==> src/hw/rtl/fuzzy_dynamic_task_priority_assert.svh <==
// Assertion macros shared by the dynamic task priority scorer.
`ifndef FUZZY_DYNAMIC_TASK_PRIORITY_ASSERT_SVH
`define FUZZY_DYNAMIC_TASK_PRIORITY_ASSERT_SVH

// Checks a property on every rising clock edge outside of reset.
`define FDTP_ASSERT(lbl, prop) \
	lbl: assert property (@(posedge clk) disable iff (!arst_n) (prop)) \
		else $error("fdtp assertion failed");

// Checks that a consequent follows whenever an antecedent holds.
`define FDTP_ASSERT_IMPL(lbl, ante, cons) \
	lbl: assert property (@(posedge clk) disable iff (!arst_n) (ante) |-> (cons)) \
		else $error("fdtp implication failed");

`endif

==> src/hw/rtl/fdtp_pkg.sv <==
// Package with the types, constants and lookup functions of the priority scorer.
`timescale 1ns / 1ps

package fdtp_pkg;

	// Number of base priority levels; the base term is level * 1.0 / PRIORITY_LEVELS.
	localparam int PRIORITY_LEVELS = 256;

	// Base term width and the reciprocal that turns the division into a multiply.
	localparam int BASE_W = 24 - $clog2(PRIORITY_LEVELS);
	localparam logic [31:0] BASE_RECIP = 32'(((64'd1 << 31) + 64'(PRIORITY_LEVELS) - 64'd1)
		/ 64'(PRIORITY_LEVELS));

	// Signed widths of the raw score and of the scaled product.
	localparam int SCORE_W = ((BASE_W > 17) ? BASE_W : 17) + 2;
	localparam int PROD_W = SCORE_W + 17;

	// Weighted membership sum and its reciprocal of ten (exact for sums below 2^22).
	localparam int WSUM_W = 19;
	localparam logic [20:0] DIV10_RECIP = 21'd1677722;
	localparam int DIV10_SHIFT = 24;

	// Register indexes of the configuration port.
	localparam logic [1:0] REG_POWER_LIMIT = 2'd0;
	localparam logic [1:0] REG_TEMP_LIMIT = 2'd1;
	localparam logic [1:0] REG_POWER_PENALTY = 2'd2;
	localparam logic [1:0] REG_TEMP_PENALTY = 2'd3;

	// Register reset values.
	localparam logic [15:0] POWER_LIMIT_RST = 16'd16384;
	localparam logic signed [15:0] TEMP_LIMIT_RST = 16'sd17920;
	localparam logic [15:0] POWER_PENALTY_RST = 16'd6554;
	localparam logic [15:0] TEMP_PENALTY_RST = 16'd4915;

	// Criticality class codes.
	localparam logic [2:0] CRIT_A = 3'd0;
	localparam logic [2:0] CRIT_B = 3'd1;
	localparam logic [2:0] CRIT_C = 3'd2;
	localparam logic [2:0] CRIT_D = 3'd3;

	// Membership table in Q1.15, rows are levels, columns are criticality columns.
	localparam logic [15:0] MEMBER_TAB [5][5] = '{
		'{16'd32768, 16'd22938, 16'd9830, 16'd3277, 16'd0},
		'{16'd22938, 16'd32768, 16'd22938, 16'd9830, 16'd3277},
		'{16'd9830, 16'd22938, 16'd32768, 16'd22938, 16'd9830},
		'{16'd3277, 16'd9830, 16'd22938, 16'd32768, 16'd22938},
		'{16'd0, 16'd3277, 16'd9830, 16'd22938, 16'd32768}
	};

	typedef logic [2:0] level_t;

	typedef struct packed {
		logic [7:0] base_level;
		logic [2:0] crit_class;
		logic [15:0] urgency;
		logic [15:0] fault_factor;
		logic [15:0] cpu_load;
		logic signed [15:0] temperature;
		logic [15:0] power_draw;
	} req_t;

	typedef struct packed {
		logic [15:0] priority_res;
		logic saturated;
	} res_t;

	typedef struct packed {
		logic [15:0] power_limit;
		logic signed [15:0] temp_limit;
		logic [15:0] power_penalty;
		logic [15:0] temp_penalty;
	} cfg_t;

	// Front end to scaler hand-off.
	typedef struct packed {
		logic valid;
		logic signed [SCORE_W-1:0] score;
		logic [WSUM_W-1:0] wsum;
	} front_t;

	function automatic level_t crit_column(input logic [2:0] crit);
		level_t col;
		unique case (crit)
			CRIT_A: col = 3'd0;
			CRIT_B: col = 3'd1;
			CRIT_C: col = 3'd3;
			CRIT_D: col = 3'd4;
			default: col = 3'd2;
		endcase
		return col;
	endfunction

	function automatic level_t load_level(input logic [15:0] load);
		level_t lvl;
		lvl = (load[15:13] > 3'd4) ? 3'd4 : load[15:13];
		return lvl;
	endfunction

	// Steps of 3840 above 20 C, saturating at 80 C.
	function automatic level_t temp_level(input logic signed [15:0] t);
		level_t lvl;
		lvl = 3'(t >= 16'sd8960) + 3'(t >= 16'sd12800) + 3'(t >= 16'sd16640)
			+ 3'(t >= 16'sd20480);
		return lvl;
	endfunction

	// Steps of 4608 above 0.5 W, saturating at 5.0 W.
	function automatic level_t power_level(input logic [15:0] p);
		level_t lvl;
		lvl = 3'(p >= 16'd6656) + 3'(p >= 16'd11264) + 3'(p >= 16'd15872)
			+ 3'(p >= 16'd20480);
		return lvl;
	endfunction

endpackage

==> src/hw/rtl/fuzzy_dynamic_task_priority.sv <==
// Top level of the fuzzy dynamic task priority scorer.
`timescale 1ns / 1ps

// The scorer takes one request transaction in every clock cycle and returns
// the results in request order at the end of its pipeline; busy is never
// raised, so start may be held high continuously. The design has five
// pipeline stages, each closed by a register: the urgency and base-level
// multiplies, the score adder and membership sum, the divide-by-ten multiply,
// the score-by-factor multiply and the output clamp. Each result appears on
// result for exactly one cycle with done high and cannot be held off, so
// the receiver must take every result in the cycle it is shown. The
// configuration registers are written through cfg_we, cfg_idx and cfg_wdata
// and take effect for requests started after the write; write them only
// while no request is in flight. The block holds no state across requests
// besides those registers.

`include "fuzzy_dynamic_task_priority_assert.svh"

module fuzzy_dynamic_task_priority (
	input  logic               clk,
	input  logic               arst_n,
	input  logic               start,
	output logic               busy,
	input  fdtp_pkg::req_t     request,
	output logic               done,
	output fdtp_pkg::res_t     result,
	input  logic               cfg_we,
	input  logic [1:0]         cfg_idx,
	input  logic [15:0]        cfg_wdata
);

	fdtp_pkg::cfg_t   cfg;
	fdtp_pkg::front_t front;
	logic             take;

	// The pipeline never stalls, so requests are always welcome.
	assign busy = 1'b0;
	assign take = start && !busy;

	fdtp_cfg u_cfg (
		.clk       (clk),
		.arst_n    (arst_n),
		.cfg_we    (cfg_we),
		.cfg_idx   (cfg_idx),
		.cfg_wdata (cfg_wdata),
		.cfg       (cfg)
	);

	fdtp_front u_front (
		.clk    (clk),
		.arst_n (arst_n),
		.take   (take),
		.req    (request),
		.cfg    (cfg),
		.front  (front)
	);

	fdtp_scale u_scale (
		.clk    (clk),
		.arst_n (arst_n),
		.front  (front),
		.done   (done),
		.result (result)
	);

	// Every accepted request produces its result.
	`FDTP_ASSERT_IMPL(a_latency, take, ##5 done)
	// No result appears without a matching accepted request.
	`FDTP_ASSERT_IMPL(a_no_phantom, done, $past(take, 5))
	// An unclamped result stays within one; a clamped one sits at a bound.
	`FDTP_ASSERT_IMPL(a_range, done, (result.saturated ? (result.priority_res == 16'd0
		|| result.priority_res == 16'd32768) : (result.priority_res <= 16'd32768)))
	// The scaler stage sees data once the request has passed the stage 1 and stage 2 registers.
	`FDTP_ASSERT_IMPL(a_front_valid, take, ##2 front.valid)

endmodule

==> src/hw/rtl/fdtp_cfg.sv <==
// Configuration registers of the priority scorer.
`timescale 1ns / 1ps

module fdtp_cfg (
	input  logic               clk,
	input  logic               arst_n,
	input  logic               cfg_we,
	input  logic [1:0]         cfg_idx,
	input  logic [15:0]        cfg_wdata,
	output fdtp_pkg::cfg_t     cfg
);

	fdtp_pkg::cfg_t cfg_q;

	always_ff @(posedge clk or negedge arst_n) begin
		if (!arst_n) begin
			cfg_q.power_limit <= fdtp_pkg::POWER_LIMIT_RST;
			cfg_q.temp_limit <= fdtp_pkg::TEMP_LIMIT_RST;
			cfg_q.power_penalty <= fdtp_pkg::POWER_PENALTY_RST;
			cfg_q.temp_penalty <= fdtp_pkg::TEMP_PENALTY_RST;
		end else if (cfg_we) begin
			unique case (cfg_idx)
				fdtp_pkg::REG_POWER_LIMIT: cfg_q.power_limit <= cfg_wdata;
				fdtp_pkg::REG_TEMP_LIMIT: cfg_q.temp_limit <= $signed(cfg_wdata);
				fdtp_pkg::REG_POWER_PENALTY: cfg_q.power_penalty <= cfg_wdata;
				fdtp_pkg::REG_TEMP_PENALTY: cfg_q.temp_penalty <= cfg_wdata;
				default: ;
			endcase
		end
	end

	assign cfg = cfg_q;

endmodule

==> src/hw/rtl/fdtp_front.sv <==
// Front end: products, penalty and levels, then raw score and weighted membership sum.
`timescale 1ns / 1ps

module fdtp_front (
	input  logic               clk,
	input  logic               arst_n,
	input  logic               take,
	input  fdtp_pkg::req_t     req,
	input  fdtp_pkg::cfg_t     cfg,
	output fdtp_pkg::front_t   front
);

	// Stage 1 registers.
	logic                            valid_s1;
	logic [fdtp_pkg::BASE_W-1:0]     base_term_s1;
	logic [31:0]                     urg_prod_s1;
	logic [15:0]                     penalty_s1;
	fdtp_pkg::level_t                lvl_l_s1;
	fdtp_pkg::level_t                lvl_t_s1;
	fdtp_pkg::level_t                lvl_p_s1;
	fdtp_pkg::level_t                col_s1;

	// Stage 2 registers.
	logic                              valid_s2;
	logic signed [fdtp_pkg::SCORE_W-1:0] score_s2;
	logic [fdtp_pkg::WSUM_W-1:0]       wsum_s2;

	logic [39:0] base_prod;
	logic [15:0] penalty;
	logic signed [fdtp_pkg::SCORE_W-1:0] score;
	logic [15:0] m_l;
	logic [15:0] m_t;
	logic [15:0] m_p;
	logic [fdtp_pkg::WSUM_W-1:0] wsum;

	assign base_prod = {32'd0, req.base_level} * {8'd0, fdtp_pkg::BASE_RECIP};

	// Power over its limit wins over temperature over its limit.
	always_comb begin
		if (req.power_draw > cfg.power_limit) begin
			penalty = cfg.power_penalty;
		end else if (req.temperature > cfg.temp_limit) begin
			penalty = cfg.temp_penalty;
		end else begin
			penalty = 16'd0;
		end
	end

	always_ff @(posedge clk or negedge arst_n) begin
		if (!arst_n) begin
			valid_s1 <= 1'b0;
		end else begin
			valid_s1 <= take;
		end
	end

	always_ff @(posedge clk) begin
		base_term_s1 <= base_prod[16 +: fdtp_pkg::BASE_W];
		urg_prod_s1 <= req.urgency * req.fault_factor;
		penalty_s1 <= penalty;
		lvl_l_s1 <= fdtp_pkg::load_level(req.cpu_load);
		lvl_t_s1 <= fdtp_pkg::temp_level(req.temperature);
		lvl_p_s1 <= fdtp_pkg::power_level(req.power_draw);
		col_s1 <= fdtp_pkg::crit_column(req.crit_class);
	end

	assign score = $signed({{(fdtp_pkg::SCORE_W - fdtp_pkg::BASE_W){1'b0}}, base_term_s1})
		+ $signed({{(fdtp_pkg::SCORE_W - 17){1'b0}}, urg_prod_s1[31:15]})
		- $signed({{(fdtp_pkg::SCORE_W - 16){1'b0}}, penalty_s1});

	assign m_l = fdtp_pkg::MEMBER_TAB[lvl_l_s1][col_s1];
	assign m_t = fdtp_pkg::MEMBER_TAB[lvl_t_s1][col_s1];
	assign m_p = fdtp_pkg::MEMBER_TAB[lvl_p_s1][col_s1];

	// Weights 0.5, 0.3 and 0.2 scaled by ten, plus five for rounding.
	assign wsum = 19'd5 * {3'd0, m_l} + 19'd3 * {3'd0, m_t} + 19'd2 * {3'd0, m_p} + 19'd5;

	always_ff @(posedge clk or negedge arst_n) begin
		if (!arst_n) begin
			valid_s2 <= 1'b0;
		end else begin
			valid_s2 <= valid_s1;
		end
	end

	always_ff @(posedge clk) begin
		score_s2 <= score;
		wsum_s2 <= wsum;
	end

	assign front.valid = valid_s2;
	assign front.score = score_s2;
	assign front.wsum = wsum_s2;

endmodule

==> src/hw/rtl/fdtp_scale.sv <==
// Back end: fuzzy factor by reciprocal of ten, score times factor, then clamp.
`timescale 1ns / 1ps

module fdtp_scale (
	input  logic               clk,
	input  logic               arst_n,
	input  fdtp_pkg::front_t   front,
	output logic               done,
	output fdtp_pkg::res_t     result
);

	localparam logic signed [fdtp_pkg::PROD_W-1:0] PROD_ONE =
		fdtp_pkg::PROD_W'(1073741824);

	logic                                valid_s3;
	logic [15:0]                         factor_s3;
	logic signed [fdtp_pkg::SCORE_W-1:0] score_s3;

	logic                                valid_s4;
	logic signed [fdtp_pkg::PROD_W-1:0]  prod_s4;

	logic                                valid_s5;
	fdtp_pkg::res_t                      result_s5;

	logic [39:0]    div_prod;
	fdtp_pkg::res_t clamped;

	assign div_prod = {21'd0, front.wsum} * {19'd0, fdtp_pkg::DIV10_RECIP};

	always_ff @(posedge clk or negedge arst_n) begin
		if (!arst_n) begin
			valid_s3 <= 1'b0;
			valid_s4 <= 1'b0;
			valid_s5 <= 1'b0;
		end else begin
			valid_s3 <= front.valid;
			valid_s4 <= valid_s3;
			valid_s5 <= valid_s4;
		end
	end

	// Both operands are sign-extended to the full product width first, so the
	// multiply keeps every bit of the score-by-factor product.
	always_ff @(posedge clk) begin
		factor_s3 <= div_prod[fdtp_pkg::DIV10_SHIFT +: 16];
		score_s3 <= front.score;
		prod_s4 <= fdtp_pkg::PROD_W'(score_s3)
			* fdtp_pkg::PROD_W'($signed({1'b0, factor_s3}));
		result_s5 <= clamped;
	end

	// A zero factor on a negative score gives zero without saturation.
	always_comb begin
		if (prod_s4 < 0) begin
			clamped.priority_res = 16'd0;
			clamped.saturated = 1'b1;
		end else if (prod_s4 > PROD_ONE) begin
			clamped.priority_res = 16'd32768;
			clamped.saturated = 1'b1;
		end else begin
			clamped.priority_res = prod_s4[30:15];
			clamped.saturated = 1'b0;
		end
	end

	assign done = valid_s5;
	assign result = result_s5;

endmodule
==> config.mk <==
export PLATFORM = sky130hd
export DESIGN_NAME = fuzzy_dynamic_task_priority
export DESIGN_NICKNAME = d
export VERILOG_FILES = /design/src/hw/rtl/fdtp_pkg.sv /design/src/hw/rtl/fuzzy_dynamic_task_priority.sv /design/src/hw/rtl/fdtp_cfg.sv /design/src/hw/rtl/fdtp_front.sv /design/src/hw/rtl/fdtp_scale.sv
export VERILOG_INCLUDE_DIRS = /design/src /design/src/hw/rtl
export SDC_FILE = /design/constraint.sdc
export NUM_CORES = 2
export LEC_CHECK = 0
export BUFFER_PORTS_ARGS = -buffer_cell sky130_fd_sc_hd__clkbuf_2
export CORE_MARGIN = 2
export CORE_UTILIZATION = 41
export CTS_CLUSTER_SIZE = 28
export DETAILED_ROUTE_END_ITERATION = 16
export PLACE_DENSITY = 0.53
export SLEW_MARGIN = 20
export SYNTH_ARGS = -nofsm -noshare
export SYNTH_HDL_FRONTEND = slang
export SYNTH_SLANG_ARGS = --single-unit
==> constraint.sdc <==
create_clock -name clk -period 13.34 [get_ports clk]
set_input_delay 0 -clock clk [delete_from_list [all_inputs] [get_ports clk]]
set_output_delay 0 -clock clk [all_outputs]
set_load 0.02 [all_outputs]
==> impl_metrics.toml <==
[run_status]
status = "completed"

[grt]
top_usage_layer = "met2"
use_met3_pct = 1.92
grt_first_pass_wirelength_mm = 136
grt_util_met1_pct = 26.4
grtUsageMet2_pct = 31.2
antenna_found_initial = 1
grt_pass1_vias = 26034
grt-ovfl-total = 0
grt_max_degree = 70
grtUsageTotal_pct = 18.6

[worst_hold_path]
hp-class = "in2reg"
min_delay_path_depth = 2

[critical_path]
start_kind = "flip-flop"
r2r_slack_ns = 6.35
critical_path.endpoint = "u_scale.prod_s4[34]"
cp.arrival_ns = 7.49
crit_path_start = "u_scale.factor_s3[8]"
worstPathRequired_ns = 13.84
endpoint_kind = "flip-flop"
reg2reg_depth = 22
cp_max_fo = 19
crit_type = "reg2reg"
r2r_start = "u_scale.factor_s3[8]"
r2r-end = "u_scale.prod_s4[34]"

[clock_network]
root_buffer = "clkbuf_16"
ctsResizeCount = 0
cts_setup_buffers = 0
hold_buffers = 88
clkLatencyLatePin_ns = 0.61
cts_sinks = 248
cts.reportedPaths.clkPinSlew_ns = 0.06
ctsLongestPathBuffers = 3
cts_tree = "done"
cts_made_buffers = 30
h-tree-depth = 1

[sta]
skew_ns = 0.0482
finalMaxSlewViolations = 0
grt_setup_unrepaired = "no"
hold_viol = 0
post-route-min-period_ns = 6.99
setup_tns_ns = 0
relSlewSlack_pct = 38.1
finalSetupViolCount = 0
max_slew.worst_pin.slew_ns = 0.925
fmax_ghz = 0.143
finalCritPeriodShare_pct = 52.4

[floorplanning]
start_util_pct = 41.5
io_pins = 132
core_area_um2 = 87000
dieArea_um2 = 90400
num_rows = 108
die_h_um = 301
dieWidth_um = 301

[routing]
wire_per_inst_um = 15.5
via_per_inst = 4.75
num_vias = 24493
drc = 0
dr.first_iter.drc_count = 832
wl_mm = 80.1
postRouteAntennaNets = 0
drt_pass1_iterations = 5

[flow_run]
drv_cap = 0

[finish]
fillers = 8612
stdcell_count = 5157
nets = 5157
area_growth_pct = 9.94
drive_gt1_share_pct = 6.70

[synthesis]
synthCells = 3842
async_reset_ff_share_pct = 27.8
synth_fp_nets = 5022
syn_area_per_cell_um2 = 9.39
syn_area_um2 = 36100
ys_ff_latch = 248
synth_edf_count = 0
synth_flop_cell = "dfxtp_1"
ys_types = 81
synth_seq_area_share_pct = 14.8
yosysWarnings = 0

[place]
hpwl_mm = 64.9
place_congestion = 0.821
dp.cells = 5012
port_buffers = 117
==> cell usage in the layout (no fill, tap or decap), types with 6 or more instances in the layout <==
master,count
nor2b_1,15
clkbuf_16,30
dfrtp_1,51
dfxtp_1,179
xor2_1,29
dfstp_2,18
nor4_1,9
o21ai_0,72
buf_4,8
o21bai_1,14
o211ai_1,10
a211oi_1,9
nand4_1,34
fa_1,634
nor3_1,33
inv_1,948
mux2_2,52
a21o_1,44
clkbuf_2,116
nor2_1,111
ha_1,433
nand3_1,31
mux2i_1,22
nand2b_1,13
and3_1,14
clkbuf_1,6
or3_1,9
o21a_1,26
a21oi_1,81
nand2_1,401
and2_1,250
o31ai_1,6
a31oi_1,16
xnor2_1,80
dlygate4sd3_1,88
==> worst max-delay path, stage by stage, from the launching register on <==
cell      delay [ns]
dfxtp_1         0.89
nand2_1         0.18
fa_1            0.58
inv_1           0.06
fa_1            0.50
inv_1           0.05
fa_1            0.48
inv_1           0.07
fa_1            0.47
fa_1            0.52
inv_1           0.05
fa_1            0.53
inv_1           0.04
ha_1            0.37
a21o_1          0.22
a31o_2          0.22
a211oi_2        0.26
a21boi_1        0.18
a221o_1         0.38
a41oi_1         0.31
a21oi_1         0.17
a211oi_2        0.22
xnor2_1         0.14
==> kinds of logic (layout without fill, tap and decap cells) <==
kind of cell	count (synthesis)	in the layout	synth area share (%)
mux	74	74	2.23
simple gates	939	939	12.6
other cells	1	2	0.0104
buf+inv	1059	1218	11.0
flops	248	248	14.8
compound gates	345	345	6.51
fa+ha+maj	1067	1067	50.2
xor+xnor	109	109	2.65
==> synth_stat cells (10+ instances only) <==
cell / number / area [µm²]
a21o_1: 44 / 330
a21oi_1: 81 / 405
a31oi_1: 16 / 100
and2_1: 250 / 1560
and3_1: 14 / 87.6
clkbuf_1: 104 / 390
dfrtp_1: 51 / 1280
dfstp_2: 18 / 473
dfxtp_1: 179 / 3580
fa_1: 634 / 12700
ha_1: 433 / 5420
inv_1: 948 / 3560
mux2_2: 52 / 586
mux2i_1: 22 / 220
nand2_1: 401 / 1510
nand2b_1: 13 / 81.3
nand3_1: 31 / 155
nand4_1: 34 / 213
nor2_1: 111 / 417
nor2b_1: 15 / 93.8
nor3_1: 33 / 165
o211ai_1: 10 / 75.1
o21a_1: 26 / 195
o21ai_0: 72 / 360
o21bai_1: 14 / 105
xnor2_1: 80 / 701
xor2_1: 29 / 254
==> metrics by stage <==
| step | hold WS [ns] | util [%] | area, µm² | worst slack (ns) |
|---|---|---|---|---|
| after global routing | 0.0328 | 45.6 | 39700 | 6.02 |
| after floorplan | -0.296 | - | 36100 | 6.98 |
| after global placement | 0.104 | 43.4 | 37800 | 6.43 |
| final | 0.0469 | 45.6 | 39700 | 6.35 |
| after CTS | 0.00138 | 45.6 | 39700 | 6.34 |
| after detailed placement | 0.105 | 43.4 | 37800 | 6.37 |
==> how the worst min path moves through the flow <==
stage | start | endpoint
2_1_floorplan | arst_n | u_cfg.cfg[10]
3_3_place_gp | request[85] | u_front.base_term_s1[9]
3_5_place_dp | request[90] | u_front.base_term_s1[14]
4_1_cts | request[86] | u_front.base_term_s1[10]
5_1_grt | request[86] | u_front.base_term_s1[10]
6_report | request[86] | u_front.base_term_s1[10]
==> final cells by class <==
| cell class | instances | area (µm²) | area share, % |
|---|---|---|---|
| Clock inverter | 17 | 213 | 0.536 |
| Multi-Input combinational cell | 2535 | 26800 | 67.5 |
| Tap cell | 1155 | 1450 | 3.64 |
| Sequential cell | 248 | 5330 | 13.4 |
| Timing Repair Buffer | 213 | 1530 | 3.85 |
| Antenna cell | 1 | 2.50 | 0.00631 |
| Inverter | 949 | 3560 | 8.98 |
| Clock buffer | 39 | 815 | 2.05 |
==> registers in the layout (all words and copies together) (netlist names), 3 cells and up <==
signal	cells
u_front.score_s2	19
u_front.urg_prod_s1	17
u_front.lvl_l_s1	3
u_scale.prod_s4	36
u_front.lvl_p_s1	3
u_scale.score_s3	19
u_cfg.cfg	64
u_front.lvl_t_s1	3
u_front.penalty_s1	16
u_scale.factor_s3	16
u_front.wsum_s2	19
u_scale.result	17
u_front.col_s1	3
u_front.base_term_s1	8
==> metal layers <==
layer  up-vias  share of wire [%]  wire length [µm]
met5         -                  0                 0
met4         0                1.5              1230
met3        78                3.2              2580
met2       322                 47             37300
met1     12092                 49             38900
li1      12001                  -                 -
Power is not shown: default switching activity piles up to over one toggle a cycle in this logic, so the estimate is an artifact.
